<file path="src/sv/lsf_pkg.sv">
`timescale 1ns / 1ps
// Shared types, codes and helper function of the line substring filter.
// No dependencies; every other file of the block but lsf_ifs imports this package.
package lsf_pkg;

  localparam logic [7:0] NEWLINE = 8'h0A;
  localparam logic [31:0] COUNT_MAX = 32'hFFFF_FFFF;
  localparam logic [7:0] LENGTH_MAX = 8'hFF;

  localparam logic CMD_DATA = 1'b0;
  localparam logic CMD_EOF = 1'b1;
  localparam logic KIND_LINE = 1'b0;
  localparam logic KIND_SUMMARY = 1'b1;

  typedef enum logic [2:0] {
    REG_PATTERN_LOW = 3'd0,
    REG_PATTERN_HIGH = 3'd1,
    REG_PATTERN_LENGTH = 3'd2,
    REG_IGNORE_CASE = 3'd3,
    REG_INVERT = 3'd4
  } reg_index_t;

  typedef struct packed {
    logic        kind;
    logic [31:0] line_number;
    logic [7:0]  line_length;
    logic        selected;
    logic [31:0] selected_count;
    logic        last;
  } result_t;

  // ASCII case folding of upper-case letters when enabled.
  function automatic logic [7:0] fold(input logic [7:0] c, input logic en);
    logic [7:0] r;
    r = c;
    if (en && c >= 8'h41 && c <= 8'h5A) begin
      r = c + 8'd32;
    end
    return r;
  endfunction

endpackage

</file>
<file path="src/sv/lsf_ifs.sv">
`timescale 1ns / 1ps
// Channel interfaces of the line substring filter: byte stream, report
// stream and configuration write channel.
interface lsf_stream_if;
  logic       valid;
  logic       ready;
  logic       cmd;
  logic [7:0] data_byte;
  modport source(output valid, cmd, data_byte, input ready);
  modport sink(input valid, cmd, data_byte, output ready);
endinterface

interface lsf_report_if;
  logic        valid;
  logic        ready;
  logic        kind;
  logic [31:0] line_number;
  logic [7:0]  line_length;
  logic        selected;
  logic [31:0] selected_count;
  logic        last;
  modport source(output valid, kind, line_number, line_length, selected,
                 selected_count, last, input ready);
  modport sink(input valid, kind, line_number, line_length, selected,
               selected_count, last, output ready);
endinterface

interface lsf_cfg_if;
  logic        valid;
  logic        ready;
  logic [2:0]  index;
  logic [63:0] data;
  modport source(output valid, index, data, input ready);
  modport sink(input valid, index, data, output ready);
endinterface

</file>
<file path="src/sv/lsf_cell.sv">
`timescale 1ns / 1ps
// One cell of the match window: holds one recent line byte and compares the
// byte it takes in against its pattern byte. Depends on lsf_pkg.
module lsf_cell (
  input  logic       clk,
  input  logic       shift,
  input  logic [7:0] byte_from_prev,
  input  logic [7:0] pattern_byte,
  input  logic       ignore_case,
  input  logic       active,
  output logic [7:0] byte_held,
  output logic       hit
);
  import lsf_pkg::*;

  // The comparison sees the byte this cell holds after the shift.
  assign hit = !active ||
               (fold(byte_from_prev, ignore_case) == fold(pattern_byte, ignore_case));

  always_ff @(posedge clk) begin
    if (shift) begin
      byte_held <= byte_from_prev;
    end
  end

endmodule

</file>
<file path="src/sv/lsf_result_queue.sv">
`timescale 1ns / 1ps
// Three-entry result queue that drives the report channel. It takes one or two
// results in a beat and tells the input side when two slots are free.
// Depends on lsf_pkg and lsf_ifs.
module lsf_result_queue (
  input  logic             clk,
  input  logic             rst,
  input  logic             push,
  input  logic             push_two,
  input  lsf_pkg::result_t item_a,
  input  lsf_pkg::result_t item_b,
  output logic             room,
  lsf_report_if.source     report
);
  import lsf_pkg::*;

  result_t    slot [3];
  result_t    slot_next [3];
  logic [1:0] count;
  logic [1:0] count_next;
  logic [1:0] fill;
  logic       pop;

  assign pop = report.valid && report.ready;
  // At most one result left after this cycle's pop leaves room for two more.
  assign room = (count <= 2'd1) || (count == 2'd2 && pop);

  assign report.valid = (count != 2'd0);
  assign report.kind = slot[0].kind;
  assign report.line_number = slot[0].line_number;
  assign report.line_length = slot[0].line_length;
  assign report.selected = slot[0].selected;
  assign report.selected_count = slot[0].selected_count;
  assign report.last = slot[0].last;

  always_comb begin
    slot_next[0] = slot[0];
    slot_next[1] = slot[1];
    slot_next[2] = slot[2];
    fill = count;
    if (pop) begin
      slot_next[0] = slot[1];
      slot_next[1] = slot[2];
      fill = count - 2'd1;
    end
    // A push only happens when at most one entry is left after the pop.
    if (push) begin
      if (fill == 2'd0) begin
        slot_next[0] = item_a;
        slot_next[1] = item_b;
      end else begin
        slot_next[1] = item_a;
        slot_next[2] = item_b;
      end
    end
    count_next = fill + (push ? (push_two ? 2'd2 : 2'd1) : 2'd0);
  end

  always_ff @(posedge clk) begin
    slot[0] <= slot_next[0];
    slot[1] <= slot_next[1];
    slot[2] <= slot_next[2];
    if (rst) begin
      count <= 2'd0;
    end else begin
      count <= count_next;
    end
  end

endmodule

</file>
<file path="src/sv/line_substring_filter_top.sv">
`timescale 1ns / 1ps
// Top level of the line substring filter: configuration registers, line
// state, the chain of window cells and the result queue.
// Depends on lsf_pkg, lsf_ifs, lsf_cell and lsf_result_queue.

// The block takes one byte beat per clock cycle while ready and cuts the
// stream into lines; a line ends at a newline (which counts in its length)
// or once LINE_MAX-1 bytes have arrived. Each finished line gives one report
// beat with its number, length and selected flag through the result queue.
// An end-of-file beat gives the flushed partial line, if any, and then the
// file summary, after which the line number and selected count start over.
// Matching runs in a row of PATTERN_MAX cells that shift the recent bytes
// along by one position per byte, so a byte is compared in the cycle it is
// accepted. Results wait in a three-entry queue; the stream side is ready
// whenever at most one result is left in it after the current report beat,
// which keeps one byte per cycle, end-of-file beats with two results included,
// while the report side keeps up.
// The configuration channel is always ready and should only be written while
// the block is idle; a write to an index past the register list is ignored.
module line_substring_filter_top #(
  parameter int PATTERN_MAX = 16,
  parameter int LINE_MAX = 256
) (
  input  logic         clk,
  input  logic         rst,
  lsf_stream_if.sink   stream,
  lsf_report_if.source report,
  lsf_cfg_if.sink      cfg
);
  import lsf_pkg::*;

  localparam logic [7:0] LINE_LIMIT = 8'(LINE_MAX - 1);
  localparam logic [4:0] LEN_CAP = 5'(PATTERN_MAX);

  // Configuration registers.
  logic [63:0] pattern_low;
  logic [63:0] pattern_high;
  logic [4:0]  pattern_length;
  logic        ignore_case;
  logic        invert;

  // Per-line and per-file state.
  logic [7:0]  bytes_in_line;
  logic [7:0]  bytes_before_zero;
  logic        zero_seen;
  logic        pattern_found;
  logic [31:0] lines_so_far;
  logic [31:0] selected_so_far;

  logic [127:0] pattern;
  logic [4:0]   used_length;
  logic         accept;
  logic         is_eof;
  logic         shift;
  logic         window_match;
  logic [7:0]   cell_byte [PATTERN_MAX];
  logic [PATTERN_MAX-1:0] cell_hit;

  logic        room;
  logic        push;
  logic        push_two;
  result_t     item_a;
  result_t     item_b;
  result_t     line_item;
  result_t     summary_item;

  logic [7:0]  bytes_in_line_next;
  logic [7:0]  bytes_before_zero_next;
  logic        found_now;
  logic        line_found;
  logic        line_selected;
  logic [31:0] lines_inc;
  logic [31:0] selected_inc;
  logic        line_done;
  logic        has_partial;

  assign pattern = {pattern_high, pattern_low};
  assign used_length = (pattern_length > LEN_CAP) ? LEN_CAP : pattern_length;

  assign stream.ready = room;
  assign accept = stream.valid && stream.ready;
  assign is_eof = (stream.cmd == CMD_EOF);

  // Bytes before the first zero byte of a line enter the window.
  assign shift = accept && !is_eof && !zero_seen && (stream.data_byte != 8'd0);

  // Configuration writes.
  assign cfg.ready = 1'b1;

  always_ff @(posedge clk) begin
    if (rst) begin
      pattern_low <= '0;
      pattern_high <= '0;
      pattern_length <= '0;
      ignore_case <= 1'b0;
      invert <= 1'b0;
    end else if (cfg.valid && cfg.ready) begin
      case (cfg.index)
        REG_PATTERN_LOW: pattern_low <= cfg.data;
        REG_PATTERN_HIGH: pattern_high <= cfg.data;
        REG_PATTERN_LENGTH: pattern_length <= cfg.data[4:0];
        REG_IGNORE_CASE: ignore_case <= cfg.data[0];
        REG_INVERT: invert <= cfg.data[0];
        default: begin
        end
      endcase
    end
  end

  // Window cells. Cell i holds the byte i places back from the newest one and
  // is compared against pattern byte used_length-1-i.
  for (genvar i = 0; i < PATTERN_MAX; i++) begin : g_cell
    logic [7:0] byte_from_prev;
    logic [3:0] pattern_index;
    logic       active;

    if (i == 0) begin : g_head
      assign byte_from_prev = stream.data_byte;
    end else begin : g_body
      assign byte_from_prev = cell_byte[i-1];
    end

    assign pattern_index = 4'(used_length - 5'(i) - 5'd1);
    assign active = (5'(i) < used_length);

    lsf_cell u_cell (
      .clk            (clk),
      .shift          (shift),
      .byte_from_prev (byte_from_prev),
      .pattern_byte   (pattern[pattern_index*8 +: 8]),
      .ignore_case    (ignore_case),
      .active         (active),
      .byte_held      (cell_byte[i]),
      .hit            (cell_hit[i])
    );
  end

  assign bytes_before_zero_next = (bytes_before_zero == LENGTH_MAX) ?
                                  bytes_before_zero : bytes_before_zero + 8'd1;
  assign bytes_in_line_next = (bytes_in_line == LENGTH_MAX) ?
                              bytes_in_line : bytes_in_line + 8'd1;

  // The window only counts once enough real bytes of the line are in it.
  assign window_match = (&cell_hit) && (used_length != 5'd0) &&
                        (bytes_before_zero_next >= {3'b000, used_length});

  assign found_now = pattern_found || (shift && window_match);
  assign line_found = (is_eof ? pattern_found : found_now) || (used_length == 5'd0);
  assign line_selected = line_found != invert;

  assign lines_inc = (lines_so_far == COUNT_MAX) ? lines_so_far : lines_so_far + 32'd1;
  assign selected_inc = (line_selected && selected_so_far != COUNT_MAX) ?
                        selected_so_far + 32'd1 : selected_so_far;

  assign line_done = (stream.data_byte == NEWLINE) || (bytes_in_line_next >= LINE_LIMIT);
  assign has_partial = (bytes_in_line != 8'd0);

  always_comb begin
    line_item.kind = KIND_LINE;
    line_item.line_number = lines_inc;
    line_item.line_length = is_eof ? bytes_in_line : bytes_in_line_next;
    line_item.selected = line_selected;
    line_item.selected_count = selected_inc;
    line_item.last = !is_eof;

    summary_item.kind = KIND_SUMMARY;
    summary_item.line_number = has_partial ? lines_inc : lines_so_far;
    summary_item.line_length = 8'd0;
    summary_item.selected = 1'b0;
    summary_item.selected_count = has_partial ? selected_inc : selected_so_far;
    summary_item.last = 1'b1;

    push = 1'b0;
    push_two = 1'b0;
    item_a = line_item;
    item_b = summary_item;
    if (accept) begin
      if (is_eof) begin
        push = 1'b1;
        push_two = has_partial;
        if (!has_partial) begin
          item_a = summary_item;
        end
      end else begin
        push = line_done;
      end
    end
  end

  always_ff @(posedge clk) begin
    if (rst) begin
      bytes_in_line <= '0;
      bytes_before_zero <= '0;
      zero_seen <= 1'b0;
      pattern_found <= 1'b0;
      lines_so_far <= '0;
      selected_so_far <= '0;
    end else if (accept) begin
      if (is_eof) begin
        bytes_in_line <= '0;
        bytes_before_zero <= '0;
        zero_seen <= 1'b0;
        pattern_found <= 1'b0;
        lines_so_far <= '0;
        selected_so_far <= '0;
      end else if (line_done) begin
        bytes_in_line <= '0;
        bytes_before_zero <= '0;
        zero_seen <= 1'b0;
        pattern_found <= 1'b0;
        lines_so_far <= lines_inc;
        selected_so_far <= selected_inc;
      end else begin
        bytes_in_line <= bytes_in_line_next;
        if (shift) begin
          bytes_before_zero <= bytes_before_zero_next;
        end
        if (!zero_seen && stream.data_byte == 8'd0) begin
          zero_seen <= 1'b1;
        end
        pattern_found <= found_now;
      end
    end
  end

  lsf_result_queue u_queue (
    .clk      (clk),
    .rst      (rst),
    .push     (push),
    .push_two (push_two),
    .item_a   (item_a),
    .item_b   (item_b),
    .room     (room),
    .report   (report)
  );

endmodule

</file>
<file path="src/flat_wrapper.sv">
// flat-port wrapper written by rule: the top's interface ports become plain ports
module line_substring_filter_top_flat import lsf_pkg::*;
#(
  parameter int PATTERN_MAX = 16,
  parameter int LINE_MAX = 256
)
  (clk, rst, stream_valid, stream_cmd, stream_data_byte, stream_ready, report_valid, report_kind, report_line_number, report_line_length, report_selected, report_selected_count, report_last, report_ready, cfg_valid, cfg_index, cfg_data, cfg_ready);
  lsf_stream_if stream_i ();
  lsf_report_if report_i ();
  lsf_cfg_if cfg_i ();
  input  logic clk;
  input  logic rst;
  input wire logic [$bits(stream_i.valid)-1:0] stream_valid;
  input wire logic [$bits(stream_i.cmd)-1:0] stream_cmd;
  input wire logic [$bits(stream_i.data_byte)-1:0] stream_data_byte;
  output wire logic [$bits(stream_i.ready)-1:0] stream_ready;
  output wire logic [$bits(report_i.valid)-1:0] report_valid;
  output wire logic [$bits(report_i.kind)-1:0] report_kind;
  output wire logic [$bits(report_i.line_number)-1:0] report_line_number;
  output wire logic [$bits(report_i.line_length)-1:0] report_line_length;
  output wire logic [$bits(report_i.selected)-1:0] report_selected;
  output wire logic [$bits(report_i.selected_count)-1:0] report_selected_count;
  output wire logic [$bits(report_i.last)-1:0] report_last;
  input wire logic [$bits(report_i.ready)-1:0] report_ready;
  input wire logic [$bits(cfg_i.valid)-1:0] cfg_valid;
  input wire logic [$bits(cfg_i.index)-1:0] cfg_index;
  input wire logic [$bits(cfg_i.data)-1:0] cfg_data;
  output wire logic [$bits(cfg_i.ready)-1:0] cfg_ready;
  assign stream_i.valid = stream_valid;
  assign stream_i.cmd = stream_cmd;
  assign stream_i.data_byte = stream_data_byte;
  assign stream_ready = stream_i.ready;
  assign report_valid = report_i.valid;
  assign report_kind = report_i.kind;
  assign report_line_number = report_i.line_number;
  assign report_line_length = report_i.line_length;
  assign report_selected = report_i.selected;
  assign report_selected_count = report_i.selected_count;
  assign report_last = report_i.last;
  assign report_i.ready = report_ready;
  assign cfg_i.valid = cfg_valid;
  assign cfg_i.index = cfg_index;
  assign cfg_i.data = cfg_data;
  assign cfg_ready = cfg_i.ready;
  line_substring_filter_top #(.PATTERN_MAX(PATTERN_MAX), .LINE_MAX(LINE_MAX)) u_core (.clk(clk), .rst(rst), .stream(stream_i), .report(report_i), .cfg(cfg_i));
endmodule
</file>
<file path="config.mk">
export PLATFORM = sky130hd
export DESIGN_NAME = line_substring_filter_top_flat
export DESIGN_NICKNAME = d
export VERILOG_FILES = /design/src/sv/lsf_pkg.sv /design/src/sv/lsf_ifs.sv /design/src/sv/lsf_cell.sv /design/src/sv/lsf_result_queue.sv /design/src/sv/line_substring_filter_top.sv /design/src/flat_wrapper.sv
export SDC_FILE = /design/constraint.sdc
export NUM_CORES = 2
export LEC_CHECK = 0
export BUFFER_PORTS_ARGS = -buffer_cell sky130_fd_sc_hd__buf_2
export CAP_MARGIN = 5
export CORE_ASPECT_RATIO = 1.4
export CORE_MARGIN = 4
export CORE_UTILIZATION = 30
export CTS_CLUSTER_SIZE = 12
export DETAILED_ROUTE_END_ITERATION = 7
export GPL_ROUTABILITY_DRIVEN = 0
export HOLD_SLACK_MARGIN = 0.05
export MAX_ROUTING_LAYER = met4
export PLACE_DENSITY = 0.41
export SETUP_SLACK_MARGIN = 0.05
export SLEW_MARGIN = 0
export SYNTH_ARGS = -nofsm -noshare
export SYNTH_HDL_FRONTEND = slang
export SYNTH_SLANG_ARGS = --single-unit
</file>
<file path="constraint.sdc">
create_clock -name clk -period 25 [get_ports clk]
set_input_delay 3.75 -clock clk [delete_from_list [all_inputs] [get_ports clk]]
set_output_delay 3.75 -clock clk [all_outputs]
set_load 0.02 [all_outputs]
</file>
# After elaboration in Yosys (flattened, before gate mapping)
# Memories as Yosys holds them, arrays and structs flattened.
# Index checks and enable logic that the tools add are counted.
dict set report word_totals {
  input_bits 81
  word_cells 426
  register_bits 339
  n_memories 1
  mem_bits_rw 225
}
# memory words width read_ports rd_clocked_by_memory_dff wr line_no
set mem_list {}
lappend mem_list {u_core.u_queue.slot 3 75 3 0 3 lsf_result_queue.sv:17} ;# result_t slot [3];
dict set report op_classes {
  mux 70
  add_sub_neg 68
  n_eq_ne 27
  order_cmp 84
  n_shift 16
  n_reduce_logical 133
}
# op count
set ops {}
lappend ops {{128-bit by 8-bit variable part select with 8-bit output} 16}
lappend ops {{75-bit 2-to-1 mux} 6}
lappend ops {{8-bit 2-to-1 mux} 40}
lappend ops {{8-bit by 6-bit adder with 8-bit output (second input constant)} 32}
lappend ops {{8-bit by 7-bit greater-or-equal comparator with 1-bit output (second input constant)} 32}
lappend ops {{8-bit by 7-bit <= comparator with 1-bit output (second input constant)} 32}
lappend ops {{32-bit 2-to-1 mux} 8}
lappend ops {{225-bit 2-to-1 mux} 1}
lappend ops {{150-bit 2-to-1 mux} 1}
lappend ops {{8-bit == test} 16}
lappend ops {{1-bit logical AND} 75}
lappend ops {{32-bit by 1-bit adder with 32-bit output (second input constant)} 2}
lappend ops {{4-bit by 1-bit subtractor with 4-bit output (second input constant)} 16}
lappend ops {{4-bit by 5-bit less-than comparator with 1-bit output (first input constant)} 8}
lappend ops {{32-bit == test (second input constant)} 1}
lappend ops {{32-bit != test (second input constant)} 1}
lappend ops {{4-bit subtractor (second input constant)} 8}
lappend ops {{1-bit logical OR} 20}
lappend ops {{3-bit by 5-bit less-than comparator with 1-bit output (first input constant)} 4}
lappend ops {{1-bit logical NOT} 18}
lappend ops {{8-bit by 1-bit adder with 8-bit output (second input constant)} 2}
lappend ops {{8-bit == test (second input constant)} 2}
lappend ops {{16-bit AND reduction} 1}
lappend ops {{2-bit AND reduction} 8}
lappend ops {{other kinds (27)} 48}

# Longest topological paths before layout
dict set report depth {
  word_depth 27
  mapped_depth 31
}

# Modules after synthesis
# Synthesis repeated with hierarchy kept, for this count alone.
dict set report hier_totals {
  hier_cells 3635
  hier_area_um2 35890.7
}
# module instances area_each_um2 cells_per_inst
set by_module_without_submodules {}
lappend by_module_without_submodules {line_substring_filter_top 1 17528.1 2118}
lappend by_module_without_submodules {lsf_result_queue 1 9834.4 765}
lappend by_module_without_submodules {lsf_cell 16 533.0 47}

# Worst setup path after synthesis
# Ideal clock, no wire load.
dict set report synth_timing {
  path_type {input to register}
  start {input port report_ready}
  end {memory u_core.u_queue.slot[0][92] (netlist name) (data pin)}
  t_arrival_ps 19187
  t_required_ps 24736
  setup_slack_ps 5549
  path_buffers 1
  setup_time_ps 264
  cell_stages 17
  cell_sequence {nor2b_1 a211o_1 nand2_1 nor4_1 and2_1 o31ai_1 a211oi_1 nand3_1 o32ai_1 o211ai_1 a2111oi_4 a21oi_2 xor2_2 buf_2 nor4_1 xor2_1 a221o_1}
}
# item line_no
set synth_lines {}
lappend synth_lines {{from (decl)} flat_wrapper.sv:24} ;# input wire logic [$bits(report_i.ready)-1:0] report_ready;
lappend synth_lines {{to (decl)} lsf_result_queue.sv:17}

==> impl_metrics.env <==
export IMPL_outcome="completed"
export IMPL_synth_seq_cells=553
export IMPL_clkSinkCount=553
export IMPL_synth_nets=5010
export IMPL_fp_dieH_um=449
export IMPL_worst_path_buf_inv=5
export IMPL_ir_drop_v=0.0000723
export IMPL_fin_area_um2=45700
export IMPL_path_class="reg -> reg"
export IMPL_synthMuxAreaShare_pct=15.0
export IMPL_regToRegSetupSlack_ps=15100
export IMPL_place_inst=6457
export IMPL_drc=0
export IMPL_drtPass1Iterations=5
export IMPL_synthXorXnorAreaFrac_pct=6.59
export IMPL_final_cells=6586
export IMPL_max_freq_ghz=0.101
export IMPL_drt_initial_drc_count=3364
export IMPL_synth_edf_count=259
export IMPL_layout_commonest_cell="nand2_1"
export IMPL_hpwlAfterDp_um=141000
export IMPL_max_stage_delay_ps=730
export IMPL_synth_compound_area_share_pct=17.7
export IMPL_path_cells="buf_4, buf_4, nand2b_4, buf_4, ha_4, buf_4, mux2_2, or2_2, a211oi_1, nor3_1, a221o_1, a21o_1, a221oi_1, a21boi_0, xor2_1, a31oi_1, a2111oi_4, a21oi_2, mux2_4, buf_4, nand3_1, o2bb2a_1, o211ai_1"
export IMPL_rr_endpoint="u_core.u_queue.slot[0][81]$_DFFE_PP_"
export IMPL_post_cts_buffers=0
export IMPL_drive_gt1_share_pct=12.8
export IMPL_endpoint_kind="flop"
export IMPL_groute_usage_overall_pct=26.7
export IMPL_p_leak_uw=0.0160
export IMPL_initial_core_util_pct=30.3
export IMPL_hold_viol=0
export IMPL_critPathArrivalTime_ps=10410
export IMPL_ios=159
export IMPL_slew_violations=0
export IMPL_grt_max_degree=124
export IMPL_yosysTopAreaCellShare_pct=18.7
export IMPL_power_uw=3080
export IMPL_synthAdderAreaFrac_pct=1.56
export IMPL_yosys_most_used_dff="dfxtp_1"
export IMPL_critical_path_startpoint="u_core.pattern_length[4]$_SDFFE_PP0P_"
export IMPL_synthArstFlopShare_pct=0
export IMPL_yosys_top_cells_area="edfxtp_1, dfxtp_1, mux2i_1"
export IMPL_r2r_cells=23
export IMPL_tns_ps=0
export IMPL_ys_warn_count=0
export IMPL_grt_pass1_vias=37500
export IMPL_crit_family="compound AO/OA/AOI/OAI gates"
export IMPL_p_per_area_nw_per_um2=67.4
export IMPL_synthCells=4877
export IMPL_startpoint_type="flop"
export IMPL_dieWidth_um=323
export IMPL_postLayoutSetupSlackWorst_ps=15100
export IMPL_clk_pin_slew_ps=60
export IMPL_synth_top_family_by_area="simple AND/OR/NAND/NOR gates"
export IMPL_place_area_um2=43400
export IMPL_worst_slew_pin_slew_ps=1310
export IMPL_dieArea_um2=145000
export IMPL_rsz0062_at_grt="false"
export IMPL_portBuffers=157
export IMPL_ctsResizeCount=0
export IMPL_cpMostUsedCell="buf_4"
export IMPL_fp_coreArea_um2=138000
export IMPL_pre_cts_slack_ps=14750
export IMPL_antenna_found_initial=7
export IMPL_path_max_fanout=62
export IMPL_wl_per_cell_um=29.3
export IMPL_grt_pass1_wl_um=275000
export IMPL_clock_skew_ps=40.8
export IMPL_post_route_period_util_pct=39.6
export IMPL_routed_wirelength_um=193000
export IMPL_synthSimpleGateAreaFrac_pct=20.0
export IMPL_viasPerCell=5.83
export IMPL_path_depth=23
export IMPL_cts_hold_buf=0
export IMPL_slew_headroom_pct=12.6
export IMPL_ys_seq_area_share_pct=32.8
export IMPL_syn_cell_area_um2=41700
export IMPL_root_buffer="clkbuf_16"
export IMPL_critPathCapture="u_core.u_queue.slot[0][81]$_DFFE_PP_"
export IMPL_clock_latency_ps=690
export IMPL_cts_tree="yes"
export IMPL_synthDistinctLibCells=121
export IMPL_cts_made_buffers=68
export IMPL_num_rows=161
export IMPL_area_growth_pct=9.55
export IMPL_critPathSlowestCell="nand3_1"
export IMPL_cts_htree_levels=3
export IMPL_synth_top_area_cell="edfxtp_1"
export IMPL_r2r_start="u_core.pattern_length[4]$_SDFFE_PP0P_"
export IMPL_gr_total_overflow=0
export IMPL_nets=4868
export IMPL_cts_buffer_depth=3
export IMPL_synth_avg_cell_area_um2=8.55
export IMPL_setup_viol=0
export IMPL_hold_path_class="reg -> reg"
export IMPL_cp_data_required_time_ps=25510
export IMPL_fin_crit_ps=9900
export IMPL_detail_route_antenna_nets=0
export IMPL_maxCapViolCount=0
export IMPL_final_cell_mix="nand2_1, mux2i_1, nor2_1"
export IMPL_vias=38400
-- where the power goes --
part	switching (µW)	leakage, µW	internal (µW)
combinational	585	0.0100	254
sequential	99.7	0.00487	1100
clock	438	0.00111	599
-- metrics by stage --
step | hold slack (ps) | util (%)
floorplan | 428 | -
global placement | 464 | 31.5
detailed placement | 460 | 31.5
CTS | 476 | 33.1
global route | 494 | 33.2
finish | 471 | 33.2
-- Yosys cell counts, drive strengths merged (10+ instances only) --
library cell	n
or4	16
dfxtp	294
o211ai	46
clkbuf	238
a2bb2oi	20
or3	40
o21ai	260
mux4	84
nor3	105
xnor2	161
mux2	61
edfxtp	259
a22oi	60
a21oi	343
nor3b	30
nor2b	41
o31ai	34
a21o	26
o21a	12
or2	20
nand3	173
o2111ai	33
a211oi	35
a31oi	74
a221oi	12
mux2i	362
and3	78
and2	22
nor4	52
o22ai	22
nor2	355
o221ai	16
inv	63
nand3b	10
a221o	16
nand2b	28
nand4	42
nand2	730
a21boi	10
o31a	12
xor2	136
ha	52
o22a	14
buf	242
-- routing by layer --
layer  wire length (µm)  vias up  share of wire, %  global-route usage, %
li1                   -    17500                 -                      -
met3              10900      456               5.7                   4.22
met2              96200     1456                50                   45.8
met1              71500    18900                37                   28.8
met4              14000        0               7.3                   16.2
met5                  0        -                 0                      -
-- worst min-delay path, cell delays in order (launching register included) --
cell     delay, ps
dfxtp_1        310
nand2_1         50
a31oi_1         70
-- how the worst min path moves through the flow --
| stage | startpoint | to | cells past startpoint |
|---|---|---|---|
| after floorplan | u_core.pattern_found$_SDFFE_PP0P_ | u_core.pattern_found$_SDFFE_PP0P_ | 2 |
| after global placement | u_core.u_queue.slot[0][46]$_DFF_P_ | u_core.u_queue.slot[0][46]$_DFF_P_ | 2 |
| after detailed placement | u_core.u_queue.slot[0][49]$_DFF_P_ | u_core.u_queue.slot[0][49]$_DFF_P_ | 2 |
| after CTS | u_core.u_queue.slot[0][51]$_DFF_P_ | u_core.u_queue.slot[0][51]$_DFF_P_ | 2 |
| after global routing | u_core.u_queue.slot[0][65]$_DFF_P_ | u_core.u_queue.slot[0][65]$_DFF_P_ | 2 |
| final | u_core.u_queue.slot[0][65]$_DFF_P_ | u_core.u_queue.slot[0][65]$_DFF_P_ | 2 |
-- area by class of cell --
cell class	instances	area, µm²
Multi-Input combinational cell	3780	25600
Sequential cell	553	13700
Clock inverter	25	328
Inverter	64	246
Antenna cell	4	10.0
Clock buffer	99	1950
Tap cell	1793	2240
Timing Repair Buffer	268	1640
Fill cell	14500	92100
-- kinds of logic after synthesis --
logic type,count (synthesis)
AOI/OAI and AO/OA,1144
xor gates and xnor gates,300
adders and majority gates,52
buffers and inverters,544
DFF,553
muxes,507
other,1
and+or+nand+nor,1776
-- state kept, by name, indices dropped and copies added, names as in the netlist --
signal and cells:
u_core.pattern_found 1, u_core.pattern_high 64, u_core.lines_so_far 32, u_core.u_queue.count 2, u_core.bytes_in_line 8, u_core.zero_seen 1
u_core.pattern_low 64, u_core.pattern_length 5, u_core.selected_so_far 32, u_core.u_queue.slot 214, u_core.invert 1, u_core.bytes_before_zero 8
u_core.g_cell.u_cell.byte_held 120, u_core.ignore_case 1
(Power assumes the default switching activity.)
